<file path="src/hw/rtl/bss_pkg.sv">
`timescale 1ns / 1ps

package bss_pkg;

  // Item modes on the input channel.
  typedef enum logic [1:0] {
    MODE_CLEAR  = 2'd0,
    MODE_APPEND = 2'd1,
    MODE_HAY    = 2'd2,
    MODE_END    = 2'd3
  } mode_t;

  // Result status codes.
  typedef enum logic [1:0] {
    ST_FOUND     = 2'd0,
    ST_NOT_FOUND = 2'd1,
    ST_TOO_LONG  = 2'd2
  } status_t;

  localparam int unsigned OFFSET_W = 32;
  localparam logic [OFFSET_W-1:0] POS_MAX = '1;

  // Shift requests from the control path to the compare array.
  typedef struct packed {
    logic       pat_push;
    logic       win_push;
    logic [7:0] data;
  } shift_t;

endpackage

</file>
<file path="src/hw/rtl/bss_in_if.sv">
`timescale 1ns / 1ps

interface bss_in_if;
  logic       valid;
  logic       ready;
  logic [1:0] mode;
  logic [7:0] data_byte;

  modport source (output valid, output mode, output data_byte, input ready);
  modport sink   (input valid, input mode, input data_byte, output ready);
endinterface

</file>
<file path="src/hw/rtl/bss_out_if.sv">
`timescale 1ns / 1ps

interface bss_out_if;
  logic        valid;
  logic        ready;
  logic [1:0]  status;
  logic [31:0] match_offset;

  modport source (output valid, output status, output match_offset, input ready);
  modport sink   (input valid, input status, input match_offset, output ready);
endinterface

</file>
<file path="src/hw/rtl/bss_match.sv">
`timescale 1ns / 1ps

// Pattern and window shift lines with a parallel compare. The pattern is held
// aligned to the window: entry k is the byte expected k bytes before the
// newest haystack byte, so every compare sits at a fixed position.
module bss_match #(
  parameter int unsigned MAX_PATTERN = 16,
  parameter int unsigned LEN_W       = $clog2(MAX_PATTERN + 1)
) (
  input  logic                clk,
  input  bss_pkg::shift_t     shift,
  input  logic [LEN_W-1:0]    len,
  output logic                hit
);

  localparam int unsigned WIN_D = (MAX_PATTERN > 1) ? MAX_PATTERN - 1 : 1;

  logic [7:0] pat_r [MAX_PATTERN];
  logic [7:0] win_r [WIN_D];
  logic [7:0] cur   [MAX_PATTERN];
  logic [MAX_PATTERN-1:0] ok;

  always_ff @(posedge clk) begin
    if (shift.pat_push) begin
      pat_r[0] <= shift.data;
      for (int k = 1; k < MAX_PATTERN; k++) begin
        pat_r[k] <= pat_r[k-1];
      end
    end
    if (shift.win_push) begin
      win_r[0] <= shift.data;
      for (int k = 1; k < WIN_D; k++) begin
        win_r[k] <= win_r[k-1];
      end
    end
  end

  // Window as it stands once the incoming byte is in, compared lane by lane.
  always_comb begin
    for (int k = 0; k < MAX_PATTERN; k++) begin
      if (k == 0) begin
        cur[k] = shift.data;
      end else begin
        cur[k] = win_r[(k > 0) ? k - 1 : 0];
      end
      ok[k] = (LEN_W'(k) >= len) || (pat_r[k] == cur[k]);
    end
  end

  assign hit = &ok;

endmodule

</file>
<file path="src/hw/rtl/bss_ctrl.sv">
`timescale 1ns / 1ps

// Input stage, search state and result register.
module bss_ctrl #(
  parameter int unsigned MAX_PATTERN = 16,
  parameter int unsigned LEN_W       = $clog2(MAX_PATTERN + 1)
) (
  input  logic                            clk,
  input  logic                            rst_n,
  input  logic                            in_valid,
  output logic                            in_ready,
  input  logic [1:0]                      in_mode,
  input  logic [7:0]                      in_data_byte,
  output logic                            out_valid,
  input  logic                            out_ready,
  output logic [1:0]                      out_status,
  output logic [bss_pkg::OFFSET_W-1:0]    out_match_offset,
  input  logic                            hit,
  output bss_pkg::shift_t                 shift,
  output logic [LEN_W-1:0]                len,
  output logic                            ovf,
  output logic                            advance
);

  logic                          stg_valid_r;
  logic [1:0]                    mode_r;
  logic [7:0]                    byte_r;
  logic [LEN_W-1:0]              len_r, len_nxt;
  logic                          ovf_r, ovf_nxt;
  logic [bss_pkg::OFFSET_W-1:0]  pos_r, pos_nxt, pos_inc;
  logic                          rep_r, rep_nxt;
  logic                          emit;
  logic [1:0]                    status_nxt;
  logic [bss_pkg::OFFSET_W-1:0]  offset_nxt;
  logic                          out_valid_r;
  logic [1:0]                    out_status_r;
  logic [bss_pkg::OFFSET_W-1:0]  out_offset_r;
  logic                          room;

  assign advance  = stg_valid_r && (!out_valid_r || out_ready);
  assign in_ready = !stg_valid_r || advance;
  assign room     = len_r < LEN_W'(MAX_PATTERN);
  assign pos_inc  = (pos_r == bss_pkg::POS_MAX) ? pos_r : pos_r + 1'b1;

  always_comb begin
    len_nxt    = len_r;
    ovf_nxt    = ovf_r;
    pos_nxt    = pos_r;
    rep_nxt    = rep_r;
    emit       = 1'b0;
    status_nxt = bss_pkg::ST_FOUND;
    offset_nxt = '0;
    shift.pat_push = 1'b0;
    shift.win_push = 1'b0;
    shift.data     = byte_r;
    if (advance) begin
      case (bss_pkg::mode_t'(mode_r))
        bss_pkg::MODE_CLEAR: begin
          len_nxt = '0;
          ovf_nxt = 1'b0;
          pos_nxt = '0;
          rep_nxt = 1'b0;
        end
        bss_pkg::MODE_APPEND: begin
          pos_nxt = '0;
          rep_nxt = 1'b0;
          if (room) begin
            shift.pat_push = 1'b1;
            len_nxt        = len_r + 1'b1;
          end else begin
            ovf_nxt    = 1'b1;
            emit       = 1'b1;
            status_nxt = bss_pkg::ST_TOO_LONG;
          end
        end
        bss_pkg::MODE_HAY: begin
          pos_nxt        = pos_inc;
          shift.win_push = 1'b1;
          if (!rep_r && !ovf_r) begin
            if (len_r == '0) begin
              rep_nxt = 1'b1;
              emit    = 1'b1;
            end else if ((pos_inc >= bss_pkg::OFFSET_W'(len_r)) && hit) begin
              rep_nxt    = 1'b1;
              emit       = 1'b1;
              offset_nxt = pos_inc - bss_pkg::OFFSET_W'(len_r);
            end
          end
        end
        default: begin
          // End of haystack: report unless a match already went out.
          if (!rep_r) begin
            emit = 1'b1;
            if (ovf_r) begin
              status_nxt = bss_pkg::ST_TOO_LONG;
            end else if (len_r != '0) begin
              status_nxt = bss_pkg::ST_NOT_FOUND;
            end
          end
          pos_nxt = '0;
          rep_nxt = 1'b0;
        end
      endcase
    end
  end

  always_ff @(posedge clk) begin
    if (!rst_n) begin
      stg_valid_r <= 1'b0;
      len_r       <= '0;
      ovf_r       <= 1'b0;
      pos_r       <= '0;
      rep_r       <= 1'b0;
      out_valid_r <= 1'b0;
    end else begin
      if (in_ready) begin
        stg_valid_r <= in_valid;
      end
      len_r <= len_nxt;
      ovf_r <= ovf_nxt;
      pos_r <= pos_nxt;
      rep_r <= rep_nxt;
      if (emit) begin
        out_valid_r <= 1'b1;
      end else if (out_ready) begin
        out_valid_r <= 1'b0;
      end
    end
  end

  always_ff @(posedge clk) begin
    if (in_ready && in_valid) begin
      mode_r <= in_mode;
      byte_r <= in_data_byte;
    end
    if (emit) begin
      out_status_r <= status_nxt;
      out_offset_r <= offset_nxt;
    end
  end

  assign out_valid        = out_valid_r;
  assign out_status       = out_status_r;
  assign out_match_offset = out_offset_r;
  assign len              = len_r;
  assign ovf              = ovf_r;

endmodule

</file>
<file path="src/hw/rtl/byte_substring_search_core.sv">
`timescale 1ns / 1ps

// Channel  Direction  Payload                              Handshake
// in_ch    sink       mode[1:0], data_byte[7:0]            valid / ready
// out_ch   source     status[1:0], match_offset[31:0]      valid / ready
//
// One transaction per cycle is sustained on the input while no held result
// blocks it; a result is written to the output register from the input stage.
// Each item passes an input register, one parallel compare of the window
// against the aligned pattern, and the result register.
// Reset (rst_n, synchronous, active low) clears the control state; the
// pattern and window shift lines hold data only and are not reset.
// A held result stalls the input stage only while out_ch.ready is low.
module byte_substring_search_core #(
  parameter int unsigned MAX_PATTERN = 16
) (
  input  logic           clk,
  input  logic           rst_n,
  bss_in_if.sink         in_ch,
  bss_out_if.source      out_ch
);

  localparam int unsigned LEN_W = $clog2(MAX_PATTERN + 1);

  bss_pkg::shift_t   shift;
  logic [LEN_W-1:0]  len;
  logic              ovf;
  logic              hit;
  logic              advance;

  // Control: the input stage, pattern length, overflow flag, saturating
  // haystack position and the result register live here.
  bss_ctrl #(
    .MAX_PATTERN (MAX_PATTERN),
    .LEN_W       (LEN_W)
  ) u_ctrl (
    .clk              (clk),
    .rst_n            (rst_n),
    .in_valid         (in_ch.valid),
    .in_ready         (in_ch.ready),
    .in_mode          (in_ch.mode),
    .in_data_byte     (in_ch.data_byte),
    .out_valid        (out_ch.valid),
    .out_ready        (out_ch.ready),
    .out_status       (out_ch.status),
    .out_match_offset (out_ch.match_offset),
    .hit              (hit),
    .shift            (shift),
    .len              (len),
    .ovf              (ovf),
    .advance          (advance)
  );

  // Compare array: pattern bytes are shifted in so that each lane lines up
  // with the window byte it must equal; lanes at or above the pattern length
  // always pass.
  bss_match #(
    .MAX_PATTERN (MAX_PATTERN),
    .LEN_W       (LEN_W)
  ) u_match (
    .clk   (clk),
    .shift (shift),
    .len   (len),
    .hit   (hit)
  );

  // The stored length never exceeds the pattern bound.
  a_len_bound: assert property (@(posedge clk) disable iff (!rst_n)
    len <= LEN_W'(MAX_PATTERN))
    else $error("pattern length above bound");

  // A too-long result can only be shown while the overflow flag is set.
  a_too_long_flag: assert property (@(posedge clk) disable iff (!rst_n)
    (out_ch.valid && (out_ch.status == bss_pkg::ST_TOO_LONG)) |-> ovf)
    else $error("too-long result without overflow");

  // A new result only follows a transaction leaving the input stage.
  a_result_source: assert property (@(posedge clk) disable iff (!rst_n)
    ($rose(out_ch.valid)) |-> $past(advance))
    else $error("result without a processed transaction");

  // Only a found result carries a nonzero offset.
  a_offset_zero: assert property (@(posedge clk) disable iff (!rst_n)
    (out_ch.valid && (out_ch.status != bss_pkg::ST_FOUND)) |->
      (out_ch.match_offset == '0))
    else $error("offset on a result that is not a match");

endmodule

</file>
<file path="src/flat_wrapper.sv">
// flat-port wrapper written by rule: the top's interface ports become plain ports
module byte_substring_search_core_flat 
#(
  parameter int unsigned MAX_PATTERN = 16
)
  (clk, rst_n, in_ch_valid, in_ch_mode, in_ch_data_byte, in_ch_ready, out_ch_valid, out_ch_status, out_ch_match_offset, out_ch_ready);
  bss_in_if in_ch_i ();
  bss_out_if out_ch_i ();
  input  logic clk;
  input  logic rst_n;
  input wire logic [$bits(in_ch_i.valid)-1:0] in_ch_valid;
  input wire logic [$bits(in_ch_i.mode)-1:0] in_ch_mode;
  input wire logic [$bits(in_ch_i.data_byte)-1:0] in_ch_data_byte;
  output wire logic [$bits(in_ch_i.ready)-1:0] in_ch_ready;
  output wire logic [$bits(out_ch_i.valid)-1:0] out_ch_valid;
  output wire logic [$bits(out_ch_i.status)-1:0] out_ch_status;
  output wire logic [$bits(out_ch_i.match_offset)-1:0] out_ch_match_offset;
  input wire logic [$bits(out_ch_i.ready)-1:0] out_ch_ready;
  assign in_ch_i.valid = in_ch_valid;
  assign in_ch_i.mode = in_ch_mode;
  assign in_ch_i.data_byte = in_ch_data_byte;
  assign in_ch_ready = in_ch_i.ready;
  assign out_ch_valid = out_ch_i.valid;
  assign out_ch_status = out_ch_i.status;
  assign out_ch_match_offset = out_ch_i.match_offset;
  assign out_ch_i.ready = out_ch_ready;
  byte_substring_search_core #(.MAX_PATTERN(MAX_PATTERN)) u_core (.clk(clk), .rst_n(rst_n), .in_ch(in_ch_i), .out_ch(out_ch_i));
endmodule
</file>
<file path="config.mk">
export PLATFORM = sky130hd
export DESIGN_NAME = byte_substring_search_core_flat
export DESIGN_NICKNAME = d
export VERILOG_FILES = /design/src/hw/rtl/bss_pkg.sv /design/src/hw/rtl/bss_in_if.sv /design/src/hw/rtl/bss_out_if.sv /design/src/hw/rtl/bss_match.sv /design/src/hw/rtl/bss_ctrl.sv /design/src/hw/rtl/byte_substring_search_core.sv /design/src/flat_wrapper.sv
export SDC_FILE = /design/constraint.sdc
export NUM_CORES = 1
export LEC_CHECK = 0
export BUFFER_PORTS_ARGS = -buffer_cell sky130_fd_sc_hd__buf_2
export CAP_MARGIN = 20
export CORE_ASPECT_RATIO = 1.1
export CORE_UTILIZATION = 40
export CTS_CLUSTER_SIZE = 25
export DETAILED_ROUTE_END_ITERATION = 16
export SYNTH_ARGS = -nofsm -noshare
export SYNTH_HDL_FRONTEND = slang
export SYNTH_SLANG_ARGS = --single-unit
</file>
<file path="constraint.sdc">
create_clock -name clk -period 6.72 [get_ports clk]
set_input_delay 0.336 -clock clk [delete_from_list [all_inputs] [get_ports clk]]
set_output_delay 0.336 -clock clk [all_outputs]
set_load 0.03 [all_outputs]
</file>
==> metrics.csv, run 1 <==
metric;value;unit
chipWidth;181.7;um
cp_slowest_stage_delay;0.53;ns
nets;1116;
cp_num_buf_inv;1;
critPathLaunchType;flop;
worstRegToRegCells;16;
net_count_of_the_mapped_netlist;1045;
total_power;4.285;mW
clock_skew;0.01544;ns
drv.max_cap_violation_count;0;
syn-cell-area;0.01420;sq mm
highest_ir_drop_seen_on_vdd;0.1916;mV
final.period_utilization;71.32;%
place_hpwl;18830;um
placement.io_buffers;49;
p_leak;5.142;nW
final_cell_count_no_fill;1560;
top_achievable_clock_speed;0.2087;GHz
detailroute.wirelength.met3;1236;um
final_cell_mix;292 x edfxtp_1, 138 x xnor2_1, 59 x nor2_1, 56 x nand2_1, 49 x buf_2;
crit_path_cell_trace;ha_1 > nand3_1 > nor4_4 > nand2_1 > xnor2_1 > ha_1 > inv_1 > fa_1 > a21oi_1 > o21bai_1 > a21o_1 > or4_4 > nor2_2 > a31oi_1 > nand3_2 > nor3_1;
slew_headroom;28.91;%
postPlaceCellArea;0.01492;sq mm
p_switching;886.3;uW
path_clk_slew;0.06;ns
critical_path.endpoint_type;flop;
io_pins;50;
numCtsBuffers;36;
post-cts-setup-buffer-count;0;
synth-edff-count;292;
clock_power_share;43.2;%
final_area;0.01614;sq mm
rr_startpoint;u_core.u_ctrl.pos_r[0];
cts_num_sinks;333;
ctsRootBufferMaster;clkbuf_16;
antenna-diode-count;0;
grt_remaining_overflow;0;
wl_met2;13850;um
reg2reg_to;u_core.u_ctrl.out_match_offset[3];
gp_congestion;0.8365;
min_to;u_core.u_ctrl.stg_valid_r;
synth-async-reset-ratio;0;%
ys_seq_elements;333;
run_status;finished, final reports clean;
synthDistinctLibCells;71;
worst_hold_class;input port to flop;
fp.dieArea;0.03627;sq mm
synth-main-ff-cell;edfxtp_1;
cts_tree;yes;
p_comb_share;3.1;%
final.min_clock_period;4.792;ns
h_tree_depth_reported_by_cts;2;
avgViaCountPerCell;5.317;
rrSetupSlack;1.93;ns
finalSetupViolCount;0;
clk-insertion-delay-late;0.52;ns
p_int;3.399;mW
power_switching_share;20.68;%
synth.yosys.warnings;0;
grt_first_pass_wirelength;44820;um
detail_route.wirelength.met1;12830;um
route.antenna.remaining_nets;0;
tightest_slew;1.066;ns
rows;72;
initial_utilization;40.53;%
total_negative_slack;0;ns
grt_start_max_net_pins;79;
detailed_router_iteration_count_before_antenna_repair;5;
worstPathMaxFanout;32;
cpMaxStageDelayCell;or4_4;
antenna_violations_before_repair;0;
seq_area_frac_synth;67.51;%
drt-wirelength-per-cell;18.28;um
final.setup.worst_slack;1.928;ns
via_count_of_the_first_global_routing_pass;8355;
initialDrtViolationCount;631;
hold_depth;3;
post_synth_inst_count;1021;
rsz0062_at_grt;false;
num_vias;8295;
area_added_between_synthesis_and_finish;13.65;%
grt.total_usage;15.99;%
hold_start;in_ch_valid;
detail_route.wirelength;28520;um
core;0.03504;sq mm
cts-root-to-sink-buffers;3;
placed_cells_incl_taps;1487;
cp_top_family;simple AND/OR/NAND/NOR gates;
worst_path_most_repeated_cell;ha_1;
power_density_over_the_cells;265.5;mW/mm^2
crit_type;flop to flop;
layout_commonest_cell;edfxtp_1;
data_arrival_time_of_the_critical_path;5.02;ns
postSynthAreaPerCell;13.91;sq um
route.detailed.drc;0;
maxSlewViolCount;0;
power_frac_seq;53.7;%
fp.dieH;199.6;um
hold_viol_final;0;
highest_layer;met4;
detailedPlace.worstSlack;1.915;ns
worst_ep_required_time;6.95;ns
drive_gt1_share;12.90;%
## cell usage after synthesis (16+ instances only)
| master | number | area [sq um] |
|---|---|---|
| dfxtp_1 | 41 | 820.8 |
| xor2_1 | 41 | 359.1 |
| nor2b_1 | 25 | 156.4 |
| nor4_1 | 16 | 100.1 |
| clkbuf_1 | 22 | 82.58 |
| nand2_1 | 56 | 210.2 |
| nor2_1 | 59 | 221.5 |
| nand3_1 | 21 | 105.1 |
| edfxtp_1 | 292 | 8768 |
| nand4_1 | 43 | 269.0 |
| a21oi_1 | 32 | 160.2 |
| o21ai_0 | 43 | 215.2 |
| xnor2_1 | 138 | 1209 |
## registers in the layout (all words and copies together), names as in the netlist, 2 cells and up
signal and flops:
u_core.u_ctrl.byte_r 8, u_core.u_match.pat_r 128, u_core.u_ctrl.out_match_offset 32, u_core.u_match.win_r 120, u_core.u_ctrl.mode_r 2, u_core.u_ctrl.out_status 2, u_core.u_ctrl.pos_r 32, u_core.u_ctrl.len 5
## worst reg2reg max path: cells and delay by family, from the launching register on
family                     cells  cell delay (ns)
AOI/OAI and AO/OA              4             0.63
xor gates and xnor gates       1             0.20
adders and majority gates      3             0.99
buffers and inverters          1             0.06
DFF                            1             0.48
and+or+nand+nor                7             2.15
## cell type report
| type | instances | area, sq um |
|---|---|---|
| clock buffer | 43 | 937.1 |
| clock inverter | 19 | 167.7 |
| fill | 3090 | 18900 |
| inverter | 15 | 58.81 |
| multi-input combinational | 637 | 4402 |
| sequential | 333 | 9589 |
| tap | 444 | 555.5 |
| timing repair buffer | 69 | 432.9 |
## power by group through the flow
stage | Combinational, mW | Sequential [mW] | Clock (mW)
floorplan | 0.0682 | 2.36 | 0
global placement | 0.127 | 2.34 | 0
detailed placement | 0.127 | 2.35 | 0
CTS | 0.132 | 2.30 | 1.90
global route | 0.144 | 2.31 | 1.98
finish | 0.131 | 2.30 | 1.85
## kinds of logic (layout without fill, tap and decap cells)
logic type / count (synthesis) / after routing / synth area share (%)
xor+xnor: 180 / 180 / 11.15
buf+inv: 51 / 146 / 1.612
compound gates: 143 / 143 / 6.343
simple gates: 300 / 300 / 12.14
mux: 4 / 4 / 0.3083
fa+ha+maj: 10 / 10 / 0.9338
flops: 333 / 333 / 67.51
## routing by layer
metal	vias up	GRT usage [%]
li1	3954	-
met1	4098	20.97
met2	199	27.46
met3	44	2.460
met4	0	4.551
met5	-	0
## worst max-delay path by stage
stage,cells past startpoint,startpoint,end
after detailed placement,16,u_core.u_ctrl.pos_r[0],u_core.u_ctrl.out_match_offset[2]
after global routing,16,u_core.u_ctrl.pos_r[0],u_core.u_ctrl.out_match_offset[3]
after CTS,16,u_core.u_ctrl.pos_r[0],u_core.u_ctrl.out_match_offset[4]
after floorplan,6,u_core.u_ctrl.mode_r[1],u_core.u_match.win_r[0][0]
final,16,u_core.u_ctrl.pos_r[0],u_core.u_ctrl.out_match_offset[3]
after global placement,15,u_core.u_ctrl.pos_r[7],u_core.u_ctrl.out_match_offset[3]
## metrics by stage
step                hold WS [ns]  utilization [%]
floorplan                 0.4349                -
global placement          0.4500            42.57
detailed placement        0.4540            42.57
CTS                      0.06176            46.01
global route             0.09844            46.07
finish                   0.07500            46.07
## repair_timing
item / CTS / global route
hold endpoints to repair: 10 / 0
gates resized for setup: 0 / 0
hold buffers: 10 / 0
Note: power is estimated with default switching activity, not from simulation.
==> inputs of run 2 (changes only) <==
Clock period 6.72 ns to 4.4 ns, I/O delays scaled along.
==> run 2 against run 1 <==
Sequential share of layout area down 2.0 points. Via count up 0.65%. Total power up 61%. Routed wire length up 0.77%. Utilization up 1.6 points. Die area unchanged. First-iteration DRC count down 7.3%. Final cell count up 2.9%. Sequential power up 53%. Fmax up 14%. Global-route usage up 0.10 points. Worst setup slack worse by 1.7 ns.
==> metrics.csv, run 2 (same netlist as run 1, synthesis figures left out) <==
metric;value;unit
critical_path.endpoint_type;flop;
finalSetupViolCount;0;
drt-wirelength-per-cell;17.90;um
cpMaxStageDelayCell;or4b_4;
via_count_of_the_first_global_routing_pass;8276;
numCtsBuffers;37;
detailed_router_iteration_count_before_antenna_repair;5;
highest_ir_drop_seen_on_vdd;0.4025;mV
route.detailed.drc;0;
total_negative_slack;0;ns
cts_num_sinks;333;
final.min_clock_period;4.193;ns
num_vias;8349;
grt_first_pass_wirelength;44860;um
fp.dieH;199.6;um
initialDrtViolationCount;585;
grt.total_usage;16.09;%
tightest_slew;0.7206;ns
rrSetupSlack;0.21;ns
route.antenna.remaining_nets;0;
ctsRootBufferMaster;clkbuf_16;
total_power;6.916;mW
final.period_utilization;95.29;%
nets;1156;
slew_headroom;51.96;%
core;0.03504;sq mm
rows;72;
area_added_between_synthesis_and_finish;17.69;%
cts_tree;yes;
critPathLaunchType;flop;
gp_congestion;0.8782;
h_tree_depth_reported_by_cts;2;
antenna_violations_before_repair;0;
power_density_over_the_cells;413.8;mW/mm^2
data_arrival_time_of_the_critical_path;4.58;ns
avgViaCountPerCell;5.202;
maxSlewViolCount;0;
regMostFlops;u_core.u_match.pat_r;
path_clk_slew;0.06;ns
crit_type;flop to flop;
crit_path_cell_trace;nand4_1 > nor4_4 > nand2_2 > mux2_2 > ha_1 > nor2b_1 > o21ai_0 > a21oi_1 > o21ai_1 > or4b_4 > or3_4 > o31a_1 > or3_1 > a21oi_2;
run_status;finished, final reports clean;
final_cell_mix;292 x edfxtp_1, 138 x xnor2_1, 59 x nor2_1, 55 x nand2_1, 49 x buf_2;
worst_ep_required_time;4.78;ns
final_cell_count_no_fill;1605;
worst_hold_class;input port to flop;
placed_cells_incl_taps;1526;
cts-root-to-sink-buffers;3;
hold_viol_final;0;
grt_start_max_net_pins;59;
top_achievable_clock_speed;0.2385;GHz
drv.max_cap_violation_count;0;
layout_top_registers;u_core.u_match.pat_r x128, u_core.u_match.win_r x120;
clk-insertion-delay-late;0.53;ns
placement.io_buffers;49;
io_pins;50;
fp.dieArea;0.03627;sq mm
largest_register_ffs;128;
clock_skew;0.02329;ns
cp_slowest_stage_delay;0.54;ns
rsz0062_at_grt;false;
initial_utilization;40.53;%
detail_route.wirelength;28730;um
post-cts-setup-buffer-count;0;
grt_remaining_overflow;0;
drive_gt1_share;16.19;%
layout_commonest_cell;edfxtp_1;
place_hpwl;19450;um
p_leak;5.467;nW
worstPathMaxFanout;5;
chipWidth;181.7;um
antenna-diode-count;0;
-- run 2: power breakdown --
part	total, mW	switching (mW)	internal, mW
Sequential	3.51	0.0359	3.48
Clock	3.19	1.25	1.94
Combinational	0.213	0.135	0.0776
-- run 2: layout make-up --
cell class,count,area (sq um)
Clock buffer,43,958.4
Clock inverter,25,329.1
Fill cell,3059,18330
Inverter,15,58.81
Multi-Input combinational cell,637,4422
Sequential cell,333,9589
Tap cell,444,555.5
Timing Repair Buffer,108,803.3
-- run 2: final timing paths --
kind	end	cells after the start	startpoint
max	u_core.u_ctrl.out_match_offset[17]	14	u_core.u_ctrl.pos_r[30]
min	u_core.u_ctrl.out_valid	3	out_ch_ready
max reg2reg	u_core.u_ctrl.out_match_offset[17]	14	u_core.u_ctrl.pos_r[30]
min reg2reg	u_core.u_match.win_r[1][27]	0	u_core.u_match.win_r[1][19]
-- run 2: what timing repair did --
| action | CTS | global route |
|---|---|---|
| resized for setup | 0 | 4 |
| hold buffers | 11 | 0 |
| endpoints found under the setup margin | 0 | 54 |
| hold endpoints to repair | 11 | 0 |
-- run 2: metrics by stage --
stage	setup WS, ns	hold WS [ns]	utilization, %	cell area (sq um)
global route	0.01073	0.1029	47.70	16720
floorplan	0.08877	0.3189	-	14230
CTS	0.02778	0.06747	47.66	16700
global placement	0.1754	0.3981	43.67	15300
detailed placement	0.03399	0.3984	43.67	15300
finish	0.2071	0.09011	47.70	16720
-- run 2: metal layers --
metal | wire (um) | vias up | part of all wire [%] | GRT usage [%]
met2 | 13580 | 233 | 47 | 26.48
li1 | - | 4034 | - | -
met5 | 0 | - | 0 | 0
met1 | 13090 | 4036 | 46 | 22.03
met3 | 1475 | 46 | 5.1 | 2.369
met4 | 590 | 0 | 2.1 | 4.928
-- run 2: worst max-delay path, delay by kind of cell (launching register included) --
family / cells / cell delay, ns
adder cells (fa/ha/maj): 1 / 0.29
AND/OR/NAND/NOR: 7 / 2.19
AO/OA/AOI/OAI: 5 / 0.85
multiplexers: 1 / 0.34
flip-flops: 1 / 0.38
